$ cat src/rtl/assert_macros.svh
// ---------------------------------------------------------------------------
// Assertion macros
// Concurrent assertion wrappers; compiled out for synthesis.
// ---------------------------------------------------------------------------
`ifndef ASSERT_MACROS_SVH
`define ASSERT_MACROS_SVH

`ifndef SYNTHESIS
`define ASSERT_IMPL(lbl, clk, rstn, ante, cons) \
    lbl: assert property (@(posedge clk) disable iff (!rstn) (ante) |-> (cons)) \
        else $error("assertion failed");
`define ASSERT_NEXT(lbl, clk, rstn, ante, cons) \
    lbl: assert property (@(posedge clk) disable iff (!rstn) (ante) |=> (cons)) \
        else $error("assertion failed");
`else
`define ASSERT_IMPL(lbl, clk, rstn, ante, cons)
`define ASSERT_NEXT(lbl, clk, rstn, ante, cons)
`endif

`endif

$ cat src/rtl/bep_pkg.sv
// ---------------------------------------------------------------------------
// bep_pkg
// Types, widths and the box edge table for the box edge projection block.
// ---------------------------------------------------------------------------
package bep_pkg;

    localparam int FRAC_BITS   = 16;
    localparam int FIELD_W     = 32;
    localparam int CRD_W       = FIELD_W + 1;       // exact corner sum
    localparam int COEF_W      = 16;
    localparam int PROD_W      = COEF_W + CRD_W;
    localparam int CLIP_W      = 52;                // clip sum, signed
    localparam int QUO_W       = 32;                // quotient incl. overflow bit
    localparam int REM_W       = CLIP_W + QUO_W;
    localparam int NUM_POINTS  = 24;
    localparam int PT_IDX_W    = 5;
    localparam int QUEUE_DEPTH = 4;
    localparam int QUEUE_PTR_W = 2;
    localparam int OUT_DEPTH   = 2;
    localparam int REG_W       = 64;
    localparam int ADDR_W      = 5;

    // register index, taken from paddr[4:3]
    typedef enum logic [1:0] {
        REG_DRAW_EDGES,
        REG_ROW_X,
        REG_ROW_Y,
        REG_ROW_W
    } t_reg_idx;

    typedef struct packed {
        logic signed [FIELD_W-1:0] origin_x;
        logic signed [FIELD_W-1:0] origin_y;
        logic signed [FIELD_W-1:0] origin_z;
        logic signed [FIELD_W-1:0] extent_x;
        logic signed [FIELD_W-1:0] extent_y;
        logic signed [FIELD_W-1:0] extent_z;
    } t_box;

    typedef struct packed {
        logic signed [FIELD_W-1:0] ndc_x;
        logic signed [FIELD_W-1:0] ndc_y;
        logic [3:0]                edge_number;
        logic                      end_point;
        logic                      last;
    } t_point;

    typedef struct packed {
        logic [3:0] edge_number;
        logic       end_point;
        logic       last;
    } t_tag;

    typedef struct packed {
        logic signed [CRD_W-1:0] px;
        logic signed [CRD_W-1:0] py;
        logic signed [CRD_W-1:0] pz;
        t_tag                    tag;
    } t_corner_word;

    typedef struct packed {
        logic [REG_W-1:0] row_x;
        logic [REG_W-1:0] row_y;
        logic [REG_W-1:0] row_w;
    } t_matrix;

    typedef struct packed {
        logic [CLIP_W-1:0] an_x;
        logic [CLIP_W-1:0] an_y;
        logic [CLIP_W-1:0] ad;
        logic              neg_x;
        logic              neg_y;
        logic              w_zero;
        t_tag              tag;
    } t_div_word;

    // corner at one end of an edge: bottom ring, top ring, then uprights
    function automatic logic [2:0] corner_of(logic [3:0] edge_idx, logic second);
        logic [5:0] ends;
        case (edge_idx)
            4'd0:    ends = {3'd0, 3'd1};
            4'd1:    ends = {3'd1, 3'd3};
            4'd2:    ends = {3'd3, 3'd2};
            4'd3:    ends = {3'd2, 3'd0};
            4'd4:    ends = {3'd4, 3'd5};
            4'd5:    ends = {3'd5, 3'd7};
            4'd6:    ends = {3'd7, 3'd6};
            4'd7:    ends = {3'd6, 3'd4};
            4'd8:    ends = {3'd0, 3'd4};
            4'd9:    ends = {3'd1, 3'd5};
            4'd10:   ends = {3'd3, 3'd7};
            4'd11:   ends = {3'd2, 3'd6};
            default: ends = 6'd0;
        endcase
        return second ? ends[2:0] : ends[5:3];
    endfunction

endpackage

$ cat src/rtl/bep_queue.sv
// ---------------------------------------------------------------------------
// bep_queue
// Short corner queue between the walker and the math pipeline.
// ---------------------------------------------------------------------------
module bep_queue import bep_pkg::*; (
    input  logic         i_clk,
    input  logic         i_rst_n,
    input  logic         i_push,
    input  t_corner_word i_word,
    output logic         o_full,
    input  logic         i_pop,
    output t_corner_word o_word,
    output logic         o_empty
);

    t_corner_word           r_mem [QUEUE_DEPTH];
    logic [QUEUE_PTR_W-1:0] r_wr;
    logic [QUEUE_PTR_W-1:0] r_rd;
    logic [QUEUE_PTR_W:0]   r_cnt;

    logic w_wr;
    logic w_rd;

    assign o_full  = (r_cnt == (QUEUE_PTR_W+1)'(QUEUE_DEPTH));
    assign o_empty = (r_cnt == '0);
    assign w_wr    = i_push && !o_full;
    assign w_rd    = i_pop && !o_empty;
    assign o_word  = r_mem[r_rd];

    // pointers and fill count
    always_ff @(posedge i_clk) begin
        if (!i_rst_n) begin
            r_wr  <= '0;
            r_rd  <= '0;
            r_cnt <= '0;
        end else begin
            if (w_wr) begin
                r_wr <= r_wr + 1'b1;
            end
            if (w_rd) begin
                r_rd <= r_rd + 1'b1;
            end
            r_cnt <= r_cnt + (QUEUE_PTR_W+1)'(w_wr) - (QUEUE_PTR_W+1)'(w_rd);
        end
    end

    always_ff @(posedge i_clk) begin
        if (w_wr) begin
            r_mem[r_wr] <= i_word;
        end
    end

endmodule

$ cat config.mk
export PLATFORM = sky130hd
export DESIGN_NAME = bep_queue
export DESIGN_NICKNAME = d
export VERILOG_FILES = /design/src/rtl/assert_macros.svh /design/src/rtl/bep_pkg.sv /design/src/rtl/bep_queue.sv
export SDC_FILE = /design/constraint.sdc
export NUM_CORES = 1
export LEC_CHECK = 0
export BUFFER_PORTS_ARGS = -buffer_cell sky130_fd_sc_hd__buf_2
export CAP_MARGIN = 0
export CORE_MARGIN = 4
export CORE_UTILIZATION = 37
export CTS_CLUSTER_DIAMETER = 100
export DETAILED_ROUTE_END_ITERATION = 6
export HOLD_SLACK_MARGIN = 0.02
export PLACE_DENSITY = 0.64
export SYNTH_ARGS = -nofsm -noshare
export SYNTH_HDL_FRONTEND = slang
export SYNTH_SLANG_ARGS = --single-unit
$ cat constraint.sdc
create_clock -name i_clk -period 4.35 [get_ports i_clk]
set_clock_uncertainty 0.05 [all_clocks]
set_input_delay 0.6525 -clock i_clk [delete_from_list [all_inputs] [get_ports i_clk]]
set_output_delay 0.6525 -clock i_clk [all_outputs]
set_load 0.01 [all_outputs]
After elaboration in Yosys (flattened, before gate mapping). Memories as Yosys holds them, arrays and structs flattened. A register that Yosys moved wholly into a read port is not among the register bits. Index checks and enable logic that the tools add are counted.

Bits in registers: 7. RAM bits: 420. Input bits: 109. Output and inout port bits: 107. Logic and storage cells: 18. Memories: 1.

Memories: r_mem (depth 4, width 105, read ports 1, clocked after memory_dff 1, write ports 1, RTL line bep_queue.sv:16) `t_corner_word r_mem [QUEUE_DEPTH];`.

$add $sub $neg: 4. Eq/ne operators: 1. Multiplexer cells: 4. Reduce and logical (&&, ||, !) cells: 5.

Operator list (count): adder 2 x 1 -> 2 bit (second input constant) (2); 2-to-1 mux 2 bit (2); adder 3 x 1 -> 3 bit (1); == test 3 bit (second input constant) (1); logical NOT 3 bit (1); subtractor 3 x 1 -> 3 bit (1); logical AND 1 bit (2); logical NOT 1 bit (2); 2-to-1 mux 1 bit (2).

Depth between registers and ports, before layout.
Depth in word-level cells: 5. Gate-level depth with buffers: 11. Gate-level depth less buffers: 10.

Least setup slack after synthesis. No wires, ideal clock.

Path type: input to register. Start: input port i_push. End: memory r_mem[2][0] (netlist bit) (enable). Setup time: 0.476 ns. Arrival: 3.456 ns. Required time: 3.824 ns. Path slack: 0.368 ns. Stages: 3. Buffers on the path: 1. Cell sequence: nor2b_1 -> clkbuf_1 -> and2_1.

Word-level cells in the longest chain between the ends: 3.

Ends and longest elaborated chain: start: declaration (RTL line bep_queue.sv:8) `input logic i_push,`; logical AND 1 bit (RTL line bep_queue.sv:26) `assign w_wr = i_push && !o_full;`; 2-to-1 mux 1 bit (RTL line bep_queue.sv:48) `if (w_wr) begin`; 2-to-1 mux 1 bit (not written as such) (RTL line bep_queue.sv:49) `r_mem[r_wr] <= i_word;`; end: declaration (RTL line bep_queue.sv:16).

Every way passes these cells.

==> summary.txt <==
Drt
  • Avg WL per Cell: 20.99 um
  • Drt drc: 0
  • Antenna viol nets, final: 0
  • Vias: 7046
  • Via density: 4.924
  • First-pass DRT Iterations: 4
  • Total wire length: 30030 um
  • Drt initial violations: 413

Synth
  • Synth area leaders: edfxtp_1 (81%), mux4_2 (15%), dfxtp_1 (1.2%), buf_8 (0.48%), ha_1 (0.48%)
  • Yosys top cell area share: 80.66%
  • Compound-Gate Fraction of Synth Area: 0.1440%
  • Synth Warn #: 0
  • Fraction of the mapped netlist area in adder cells: 0.6081%
  • Cell variety after synth: 22
  • Synthesized area: 15640 um2
  • Syn_area_per_cell: 26.06 um2
  • Largest area contributor in the netlist: edfxtp_1
  • Post-synthesis xor/xnor area fraction: 0.1120%
  • Mux share of post-synthesis cell area: 15.25%
  • Seq/Total Area, Yosys: 81.81%
  • Largest family of logic cells by synthesized area: multiplexers
  • Gate Count Post-Synth: 600
  • Simple-gate area share of the yosys netlist: 0.6962%
  • Syn_nets: 716
  • Yosys reg bits: 429

Worst setup path
  • Slowest CP cell: dfxtp_4
  • Reg2reg end: r_cnt[2]
  • Setup CP Type: reg -> out
  • R2R setup slack: 1.81 ns
  • Worst setup endpoint: o_word[95]
  • CP required: 3.65 ns
  • Reg2reg path depth: 10
  • Arrival time worst endpoint: 2.45 ns
  • Worst r2r src: r_cnt[2]
  • CP Cell Sequence: buf_4 -> mux4_2 -> buf_2
  • Worst Path Max Fanout: 32
  • CP Launch Type: register
  • Max incr delay on CP: 0.79 ns
  • Crit end category: output pin

Timing
  • FMAX: 0.3174 GHz
  • Post-route clock period utilization: 72.42%
  • RSZ-0062 raised after global routing: false
  • Setup violations, final: 0
  • Slew @ Worst Pin: 0.7766 ns
  • Slew Limit Fails: 0
  • Final hold vios: 0
  • Minimum clock period: 3.150 ns
  • Max transition margin: 48.23%
  • Setup TNS: 0 ns

Clock network
  • Maximum clock path buffer count: 3
  • Worst skew pair latency: 0.54 ns
  • CTS Sinks: 429
  • CTS resizes: 0
  • CTS buffer count: 46
  • Root Buffer: clkbuf_16
  • Setup Buffers After CTS: 0
  • CTS tree: yes
  • H-tree levels: 2
  • Clock-pin slew on the worst setup and hold paths: 0.06 ns
  • Hold buffers post-CTS: 0

Placement
  • Placer Congestion: 0.7193
  • DP Wirelength: 17750 um
  • IO Port Bufs: 215

Run
  • Max cap viols: 0

Final layout
  • NumNets Final: 970
  • Synthesis-to-layout area growth: 20.37%
  • Layout fillers: 3525
  • Post-layout util: 44.97%
  • Layout cells sized above 1: 45.27%

Floorplanning
  • DIE AREA: 45610 um2
  • Num rows: 75
  • Chip height: 213.6 um
  • Core box area: 41850 um2
  • Boundary Pins: 216
  • Chip width: 213.6 um
  • Initial Util: 37.36%

GRT
  • GRT Resource Usage Total: 13.35%
  • Antenna violations before repair: 9
  • Largest net degree at the start of global routing: 62
  • First-pass GRT wire length: 45860 um
  • Vias in the first global route: 7752
  • Total congestion overflow: 0

Power and ir drop
  • Pwr per Cell Area: 580.2 nW/um2
  • Leak: 6.242 nW
  • VDD IR max: 0.3852 mV

Worst hold path
  • Class of the worst hold path: in -> reg

Outcome
  • Outcome: completed
## worst min path at each step
stage / startpoint / endpoint / slack, ns / cells past startpoint
floorplan: r_rd[0] / register / 0.41 / 2
global placement: r_rd[1] / register / 0.43 / 2
finish: i_word[19] / r_mem[2][19] / 0.26 / 1
CTS: i_word[19] / r_mem[2][19] / 0.21 / 1
detailed placement: r_rd[0] / r_rd[0] / 0.45 / 2
global route: i_word[26] / r_mem[3][26] / 0.23 / 1
## layout make-up
cell class,instances,area (um2),area share [%]
timing repair buffer,232,1291,6.860
antenna,4,10.01,0.05318
multi-input combinational,139,2639,14.02
tap,539,674.4,3.583
inverter,6,22.52,0.1197
clock buffer,61,1229,6.528
clock inverter,21,156.4,0.8310
sequential,429,12800,68.01
## through the flow
step | total power, mW | setup slack, ns | cells | cell area, um2 | hold slack [ns]
final | 10.92 | 1.200 | 1431 | 18820 | 0.2573
after global placement | 7.477 | 1.542 | 1345 | 17430 | 0.4254
after global routing | 11.49 | 0.9382 | 1428 | 18810 | 0.2322
after CTS | 11.14 | 1.015 | 1427 | 18810 | 0.2073
after floorplan | 6.661 | 0.3677 | 600 | 15640 | 0.4109
after detailed placement | 7.514 | 1.521 | 1345 | 17430 | 0.4478
## worst max-delay path, delay by kind of cell (launching register included)
| family | cells | cell delay [ns] |
|---|---|---|
| buffers and inverters | 2 | 0.54 |
| muxes | 1 | 0.55 |
| DFF | 1 | 0.79 |
## sequential cells by signal (all words and copies together), names as in the netlist, named ones only
register / flops
r_wr: 2
r_rd: 2
r_cnt: 3
r_mem: 420
## kinds of logic after synthesis
group | after synthesis
adders and majority gates | 7
muxes | 107
and+or+nand+nor | 19
AOI/OAI and AO/OA | 4
buffers and inverters | 32
xor gates and xnor gates | 2
DFF | 429
## layer usage
| metal | GRT usage (%) | part of all wire [%] | vias to the layer above |
|---|---|---|---|
| li1 | - | - | 3096 |
| met1 | 17.14 | 40 | 3670 |
| met2 | 21.34 | 49 | 222 |
| met3 | 4.960 | 8.9 | 46 |
| met4 | 4.326 | 1.8 | 12 |
| met5 | 0 | 0.23 | - |
## synthesized netlist by cell type (all sizes together)
cell / count
xnor2: 2
mux2i: 2
clkbuf: 7
fa: 1
dfxtp: 9
nor2b: 2
nor3b: 1
buf: 19
o21ai: 3
ha: 6
a21boi: 1
nor3: 1
or3: 1
edfxtp: 420
nand2: 6
and2: 7
or4bb: 1
inv: 6
mux4: 105
## where the power goes
| part | switching [mW] | internal (mW) |
|---|---|---|
| sequential | 0.164 | 5.01 |
| clock | 1.47 | 2.10 |
| combinational | 1.12 | 1.05 |
| total | 2.76 | 8.16 |
## placed cells by master, fill, tap and decap left out, types with 4 or more instances in the layout
master,instances
inv_1,6
clkinv_1,9
nand2_1,6
clkbuf_16,47
clkinv_2,6
clkbuf_1,14
and2_4,4
edfxtp_1,420
diode_2,4
buf_2,215
buf_4,10
ha_1,6
buf_12,7
dfxtp_1,7
mux4_2,105
Power figures use the tool's default switching activity.
