### src/rtl/assert_macros.svh
// ---------------------------------------------------------------------------
// Assertion macros
// Concurrent assertion wrappers; compiled out for synthesis.
// ---------------------------------------------------------------------------
`ifndef ASSERT_MACROS_SVH
`define ASSERT_MACROS_SVH

`ifndef SYNTHESIS
`define ASSERT_IMPL(lbl, clk, rstn, ante, cons) \
    lbl: assert property (@(posedge clk) disable iff (!rstn) (ante) |-> (cons)) \
        else $error("assertion failed");
`define ASSERT_NEXT(lbl, clk, rstn, ante, cons) \
    lbl: assert property (@(posedge clk) disable iff (!rstn) (ante) |=> (cons)) \
        else $error("assertion failed");
`else
`define ASSERT_IMPL(lbl, clk, rstn, ante, cons)
`define ASSERT_NEXT(lbl, clk, rstn, ante, cons)
`endif

`endif

### src/rtl/bep_pkg.sv
// ---------------------------------------------------------------------------
// bep_pkg
// Types, widths and the box edge table for the box edge projection block.
// ---------------------------------------------------------------------------
package bep_pkg;

    localparam int FRAC_BITS   = 16;
    localparam int FIELD_W     = 32;
    localparam int CRD_W       = FIELD_W + 1;       // exact corner sum
    localparam int COEF_W      = 16;
    localparam int PROD_W      = COEF_W + CRD_W;
    localparam int CLIP_W      = 52;                // clip sum, signed
    localparam int QUO_W       = 32;                // quotient incl. overflow bit
    localparam int REM_W       = CLIP_W + QUO_W;
    localparam int NUM_POINTS  = 24;
    localparam int PT_IDX_W    = 5;
    localparam int QUEUE_DEPTH = 4;
    localparam int QUEUE_PTR_W = 2;
    localparam int OUT_DEPTH   = 2;
    localparam int REG_W       = 64;
    localparam int ADDR_W      = 5;

    // register index, taken from paddr[4:3]
    typedef enum logic [1:0] {
        REG_DRAW_EDGES,
        REG_ROW_X,
        REG_ROW_Y,
        REG_ROW_W
    } t_reg_idx;

    typedef struct packed {
        logic signed [FIELD_W-1:0] origin_x;
        logic signed [FIELD_W-1:0] origin_y;
        logic signed [FIELD_W-1:0] origin_z;
        logic signed [FIELD_W-1:0] extent_x;
        logic signed [FIELD_W-1:0] extent_y;
        logic signed [FIELD_W-1:0] extent_z;
    } t_box;

    typedef struct packed {
        logic signed [FIELD_W-1:0] ndc_x;
        logic signed [FIELD_W-1:0] ndc_y;
        logic [3:0]                edge_number;
        logic                      end_point;
        logic                      last;
    } t_point;

    typedef struct packed {
        logic [3:0] edge_number;
        logic       end_point;
        logic       last;
    } t_tag;

    typedef struct packed {
        logic signed [CRD_W-1:0] px;
        logic signed [CRD_W-1:0] py;
        logic signed [CRD_W-1:0] pz;
        t_tag                    tag;
    } t_corner_word;

    typedef struct packed {
        logic [REG_W-1:0] row_x;
        logic [REG_W-1:0] row_y;
        logic [REG_W-1:0] row_w;
    } t_matrix;

    typedef struct packed {
        logic [CLIP_W-1:0] an_x;
        logic [CLIP_W-1:0] an_y;
        logic [CLIP_W-1:0] ad;
        logic              neg_x;
        logic              neg_y;
        logic              w_zero;
        t_tag              tag;
    } t_div_word;

    // corner at one end of an edge: bottom ring, top ring, then uprights
    function automatic logic [2:0] corner_of(logic [3:0] edge_idx, logic second);
        logic [5:0] ends;
        case (edge_idx)
            4'd0:    ends = {3'd0, 3'd1};
            4'd1:    ends = {3'd1, 3'd3};
            4'd2:    ends = {3'd3, 3'd2};
            4'd3:    ends = {3'd2, 3'd0};
            4'd4:    ends = {3'd4, 3'd5};
            4'd5:    ends = {3'd5, 3'd7};
            4'd6:    ends = {3'd7, 3'd6};
            4'd7:    ends = {3'd6, 3'd4};
            4'd8:    ends = {3'd0, 3'd4};
            4'd9:    ends = {3'd1, 3'd5};
            4'd10:   ends = {3'd3, 3'd7};
            4'd11:   ends = {3'd2, 3'd6};
            default: ends = 6'd0;
        endcase
        return second ? ends[2:0] : ends[5:3];
    endfunction

endpackage

### src/rtl/bep_front.sv
// ---------------------------------------------------------------------------
// bep_front
// Accepts boxes; if draw_edges is set, walks 24 endpoints to the corner queue.
// ---------------------------------------------------------------------------
module bep_front import bep_pkg::*; (
    input  logic         i_clk,
    input  logic         i_rst_n,
    input  logic         i_push,
    output logic         o_full,
    input  t_box         i_box,
    input  logic         i_draw_edges,
    input  logic         i_q_full,
    output logic         o_q_push,
    output t_corner_word o_q_word
);

    logic                r_busy;
    logic [PT_IDX_W-1:0] r_idx;
    t_box                r_box;

    logic                w_emit;
    logic                w_done;
    logic                w_accept;
    logic [2:0]          w_corner;

    // walker handshake: next box may enter as the last point leaves
    assign w_emit   = r_busy && !i_q_full;
    assign w_done   = w_emit && (r_idx == PT_IDX_W'(NUM_POINTS - 1));
    assign o_full   = r_busy && !w_done;
    assign w_accept = i_push && !o_full;
    assign o_q_push = w_emit;

    always_ff @(posedge i_clk) begin
        if (!i_rst_n) begin
            r_busy <= 1'b0;
            r_idx  <= '0;
        end else if (w_accept) begin
            r_busy <= i_draw_edges;
            r_idx  <= '0;
        end else if (w_emit) begin
            r_idx <= r_idx + 1'b1;
            if (w_done) begin
                r_busy <= 1'b0;
            end
        end
    end

    always_ff @(posedge i_clk) begin
        if (w_accept) begin
            r_box <= i_box;
        end
    end

    // corner coordinates, exact at 33 bits
    always_comb begin
        w_corner = corner_of(r_idx[PT_IDX_W-1:1], r_idx[0]);
        o_q_word.px = CRD_W'(r_box.origin_x)
                    + (w_corner[0] ? CRD_W'(r_box.extent_x) : CRD_W'(0));
        o_q_word.py = CRD_W'(r_box.origin_y)
                    + (w_corner[1] ? CRD_W'(r_box.extent_y) : CRD_W'(0));
        o_q_word.pz = CRD_W'(r_box.origin_z)
                    + (w_corner[2] ? CRD_W'(r_box.extent_z) : CRD_W'(0));
        o_q_word.tag.edge_number = r_idx[PT_IDX_W-1:1];
        o_q_word.tag.end_point   = r_idx[0];
        o_q_word.tag.last        = (r_idx == PT_IDX_W'(NUM_POINTS - 1));
    end

endmodule

### config.mk
export PLATFORM = sky130hd
export DESIGN_NAME = bep_front
export DESIGN_NICKNAME = d
export VERILOG_FILES = /design/src/rtl/assert_macros.svh /design/src/rtl/bep_pkg.sv /design/src/rtl/bep_front.sv
export SDC_FILE = /design/constraint.sdc
export NUM_CORES = 1
export LEC_CHECK = 0
export BUFFER_PORTS_ARGS = -buffer_cell sky130_fd_sc_hd__buf_2
export CORE_ASPECT_RATIO = 0.7
export CORE_MARGIN = 3
export CORE_UTILIZATION = 28
export CTS_CLUSTER_DIAMETER = 80
export DETAILED_ROUTE_END_ITERATION = 8
export GPL_ROUTABILITY_DRIVEN = 0
export PLACE_DENSITY_LB_ADDON = 0.08
export SETUP_SLACK_MARGIN = 0.4
export SLEW_MARGIN = 15
export SYNTH_ARGS = -nofsm -noshare
export SYNTH_HDL_FRONTEND = slang
export SYNTH_SLANG_ARGS = --single-unit
### constraint.sdc
create_clock -name i_clk -period 7.1 [get_ports i_clk]
set_input_delay 0.71 -clock i_clk [delete_from_list [all_inputs] [get_ports i_clk]]
set_output_delay 0.71 -clock i_clk [all_outputs]
set_load 0.05 [all_outputs]
## Word-level counts from Yosys, hierarchy flattened

Memory sizes are Yosys's and may differ from the RTL's. A register that Yosys moved wholly into a read port is not among the register bits.
Cells that the tools add are included.

| word-level totals | value |
|---|---|
| memories kept | 1 |
| RAM bits | 0 |
| logic and storage cells | 35 |
| latch bits | 0 |
| ROM bits | 96 |
| flip-flop bits (word level) | 198 |
| bits of input ports | 197 |

| cells by class | value |
|---|---|
| bitwise gates (word level) | 1 |
| reductions and logical operators | 11 |
| add/sub/neg operators | 4 |
| magnitude comparators | 0 |
| mux-type cells | 9 |
| equality and inequality tests | 1 |
| div/mod/pow operators | 0 |
| shift operators | 0 |
| $mul | 0 |

Memory list:

| name | words | bits a word | rd ports | clocked after Yosys merged registers in | wr ports | line | text |
|---|---|---|---|---|---|---|---|
| (no name shown) | 16 | 6 | 1 | 1 | 0 | bep_pkg.sv:80 | `case (edge_idx)` |

Operators with widths:

| operator | count |
|---|---|
| $add 32x33->33 | 3 |
| $mux 33 | 3 |
| $mux 4 | 2 |
| $add 5x1->5 const B | 1 |
| $eq 5x5->1 const B | 1 |
| $logic_and 1x1->1 | 4 |
| $reduce_bool 2->1 | 2 |
| $logic_not 1->1 | 3 |
| $mux 1 | 3 |
| $mux 3 | 1 |
| $reduce_and 2->1 | 1 |
| $reduce_or 2->1 | 1 |
| $not 1->1 | 1 |

## Depth between registers and ports, before layout

| depth | value |
|---|---|
| word-level depth | 9 |
| depth in mapped cells | 14 |
| depth with buffers taken out | 12 |

## Worst setup path before layout

OpenSTA, ideal clock, no wires.

| timing | value |
|---|---|
| kind | register -> register |
| start | reg r_idx[1] |
| end | reg r_box[0] (netlist bit) (enable) |
| arrival | 5.169 ns |
| buffers on the path | 0 |
| slack | 1.387 ns |
| cell stages (with the launch flop) | 6 |
| cell sequence | dfxtp_1 > ha_1 > nand4b_1 > o21ai_0 > nand2_1 > inv_1 |

| between the ends | value |
|---|---|
| cells in the longest elaborated chain, start to end | 6 |

Ends and longest elaborated chain:

| element | line | text |
|---|---|---|
| start, declared | bep_front.sv:18 | `logic [PT_IDX_W-1:0] r_idx;` |
| start signal, assigned | bep_front.sv:41 | `r_idx <= r_idx + 1'b1;` |
| $eq 5x5->1 | bep_front.sv:28 | `assign w_done = w_emit && (r_idx == PT_IDX_W'(NUM_POINTS - 1));` |
| $logic_and 1x1->1 | bep_front.sv:28 |  |
| $logic_not 1->1 | bep_front.sv:29 | `assign o_full = r_busy && !w_done;` |
| $logic_and 1x1->1 | bep_front.sv:29 |  |
| $logic_not 1->1 | bep_front.sv:30 | `assign w_accept = i_push && !o_full;` |
| $logic_and 1x1->1 | bep_front.sv:30 |  |
| via w_accept | bep_front.sv:23 | `logic w_accept;` |
| end signal, assigned | bep_front.sv:50 | `r_box <= i_box;` |
| end, declared | bep_front.sv:19 | `t_box r_box;` |

The timed path passes the listed nets, and every way through them passes these cells.
A chain may end at the register's enable or synchronous reset.

==> impl_metrics.ini <==
[worst_setup_path]
slowest_stage = dfxtp_1
critPathCaptureType = primary output
crit_path_frequent_cell = o21ai_0
path_max_fanout = 16
worstPathRequired_ns = 6.39
startpoint_type = register
timing.critical_path.cells = mux2i_4 -> nor2b_1 -> ha_1 -> fa_1 -> a21o_1 -> a221oi_1 -> o21ai_0 -> a31oi_1 -> o211ai_1 -> nand2_1 -> o21ai_0 -> a21oi_1 -> buf_2
critPathArrivalTime_ns = 5.10
ff2ff_setup_slack_ns = 3.40
critical-path-max-stage-delay_ns = 0.66
critPathBufInv = 1
worst_path_dominant_cell_family = compound AO/OA/AOI/OAI gates
critical_path_class = reg -> out

[logic_synthesis]
synth_top_area_frac = 0.486
yosysSeqAreaShare = 0.506
avgSynthCellArea_um2 = 11.1
synth_top_cell_by_area = edfxtp_1
syn_nets = 1366
synth-edff-count = 192
yosys_warnings = 0
synth_area_um2 = 11900
synth_cell_types = 60
synthTopCellsByCount = 192 x edfxtp_1, 111 x nor2b_1, 97 x ha_1
synthTopCellsByArea = edfxtp_1 49%, ha_1 10%, nor2b_1 5.8%, xnor2_1 4.1%, a21oi_1 4.0%
synth_cells = 1069
yosys_most_used_dff = edfxtp_1
synth.most_common_cell = edfxtp_1
ys_seq_elements = 204
synth-async-reset-ratio = 0

[cts]
cts_tree = done
clock_latency_ns = 0.52
cts_resized = 0
root_buffer = clkbuf_16
cts-htree-levels = 1
clk_pin_slew_ns = 0.06
cts_setup_buffers = 0
clock_path_buffers = 3
cts_buffers = 25
cts_sinks = 204
hold_buffers = 0

[floorplanning]
die_y_um = 178
initial_core_util = 0.287
die_w_um = 252
rows = 62
fp.coreArea_um2 = 41400
io_pins = 304
dieArea_um2 = 44900

[routing]
routed_wl_um = 34300
ant_nets = 0
drc_errors = 0
drt_iter0_markers = 522
viasPerCell = 4.71
vias = 9127
first_pass_iters = 5
wire_per_inst_um = 17.7

[timing]
max-slew-margin-rel = 0.288
post-route-period-util = 0.818
tightest_slew_ns = 1.07
hold_slack_ns = 0.353
period_minus_slack_ns = 5.81
hold_viol_final = 0
drv_slew = 0
finClkSkew_ns = 0.00697
setup_viol = 0
setup_tns_ns = 0
rsz0062_at_grt = false
clock.fmax_mhz = 172

[placement]
dp_hpwl_um = 26500
dpl_cell_area_um2 = 14000
port_buffers = 303

[power]
cellPowerDensity_nw_per_um2 = 216
peakVddDrop_v = 0.000205
p_leak_nw = 6.36

[global_routing]
grt_pass1_wl_um = 52000
grt_max_degree = 138
grt.total_usage = 0.148
grt-ovfl-total = 0
antenna_found_initial = 6
grt_pass1_vias = 9221

[cells_and_area]
final_area_um2 = 14900
synthToLayoutAreaGrowth_pct = 25.4
nets = 1669
drive_above_1_share = 0.260

[worst_hold_path]
hp-class = in -> reg

[run]
cap_violations = 0

[status]
status = complete, no violations
## placed cells by master, fill, tap and decap left out, types with 12 or more instances in the layout
cell / instances
edfxtp_1: 192
nor3_1: 14
nor2b_1: 111
a21o_1: 43
dfxtp_1: 12
xnor2_1: 55
clkbuf_16: 25
a21oi_1: 96
nand4_1: 15
o21ai_0: 54
inv_1: 23
xor2_1: 37
nand2_1: 77
nor2_1: 56
nand3_1: 20
ha_1: 97
buf_2: 303
## per-layer routing
metal / global-route usage / wire [um] / up-vias
li1: - / - / 4568
met1: 0.208 / 16300 / 4289
met2: 0.231 / 15300 / 216
met3: 0.0290 / 1730 / 52
met4: 0.0473 / 1040 / 2
met5: 0 / 9 / -
## per-stage QoR
stage	instances	util	setup WS (ns)	total power, W
floorplan	1069	-	1.39	0.00176
global placement	1889	0.339	1.91	0.00192
detailed placement	1889	0.339	1.82	0.00191
CTS	1933	0.359	1.23	0.00328
global route	1938	0.359	0.881	0.00336
finish	1938	0.359	1.29	0.00322
## layout make-up
class / count / area, um2
fill: 4266 / 26500
sequential: 204 / 6010
multi-input combinational: 810 / 5700
timing repair buffer: 307 / 1550
tap: 544 / 681
clock buffer: 28 / 637
clock inverter: 16 / 209
inverter: 24 / 97.6
antenna: 5 / 12.5
## logic make-up (layout without fill, tap and decap cells)
logic type,after synthesis,in the layout,synth area share
DFF,204,204,0.506
muxes,5,5,0.00432
and+or+nand+nor,331,331,0.145
xor gates and xnor gates,92,92,0.0679
other,0,5,0
AOI/OAI and AO/OA,282,282,0.152
buffers and inverters,55,375,0.0175
adders and majority gates,100,100,0.107
## path summary, 6_finish.rpt
| path | from | endpoint | cells after the start |
|---|---|---|---|
| setup / recovery | r_idx[0]$_SDFFE_PP0N_ | o_q_word[38] | 13 |
| hold / removal | i_box[43] | r_box[43]$_DFFE_PP_ | 1 |
| setup reg to reg | r_idx[0]$_SDFFE_PP0N_ | r_box[160]$_DFFE_PP_ | 6 |
| hold reg to reg | r_idx[1]$_SDFFE_PP0N_ | r_idx[1]$_SDFFE_PP0N_ | 2 |
## power by group
group          internal, W  leakage (nW)  switching, W
clock network     0.000824         0.411      0.000514
registers          0.00140          1.95     0.0000208
logic             0.000138          4.01      0.000322
## sequential cells by signal, summed over array words and instances, names as in the netlist, named ones only
name    count
r_box     192
r_busy      1
r_idx       5
Power figures use the tool's default switching activity.
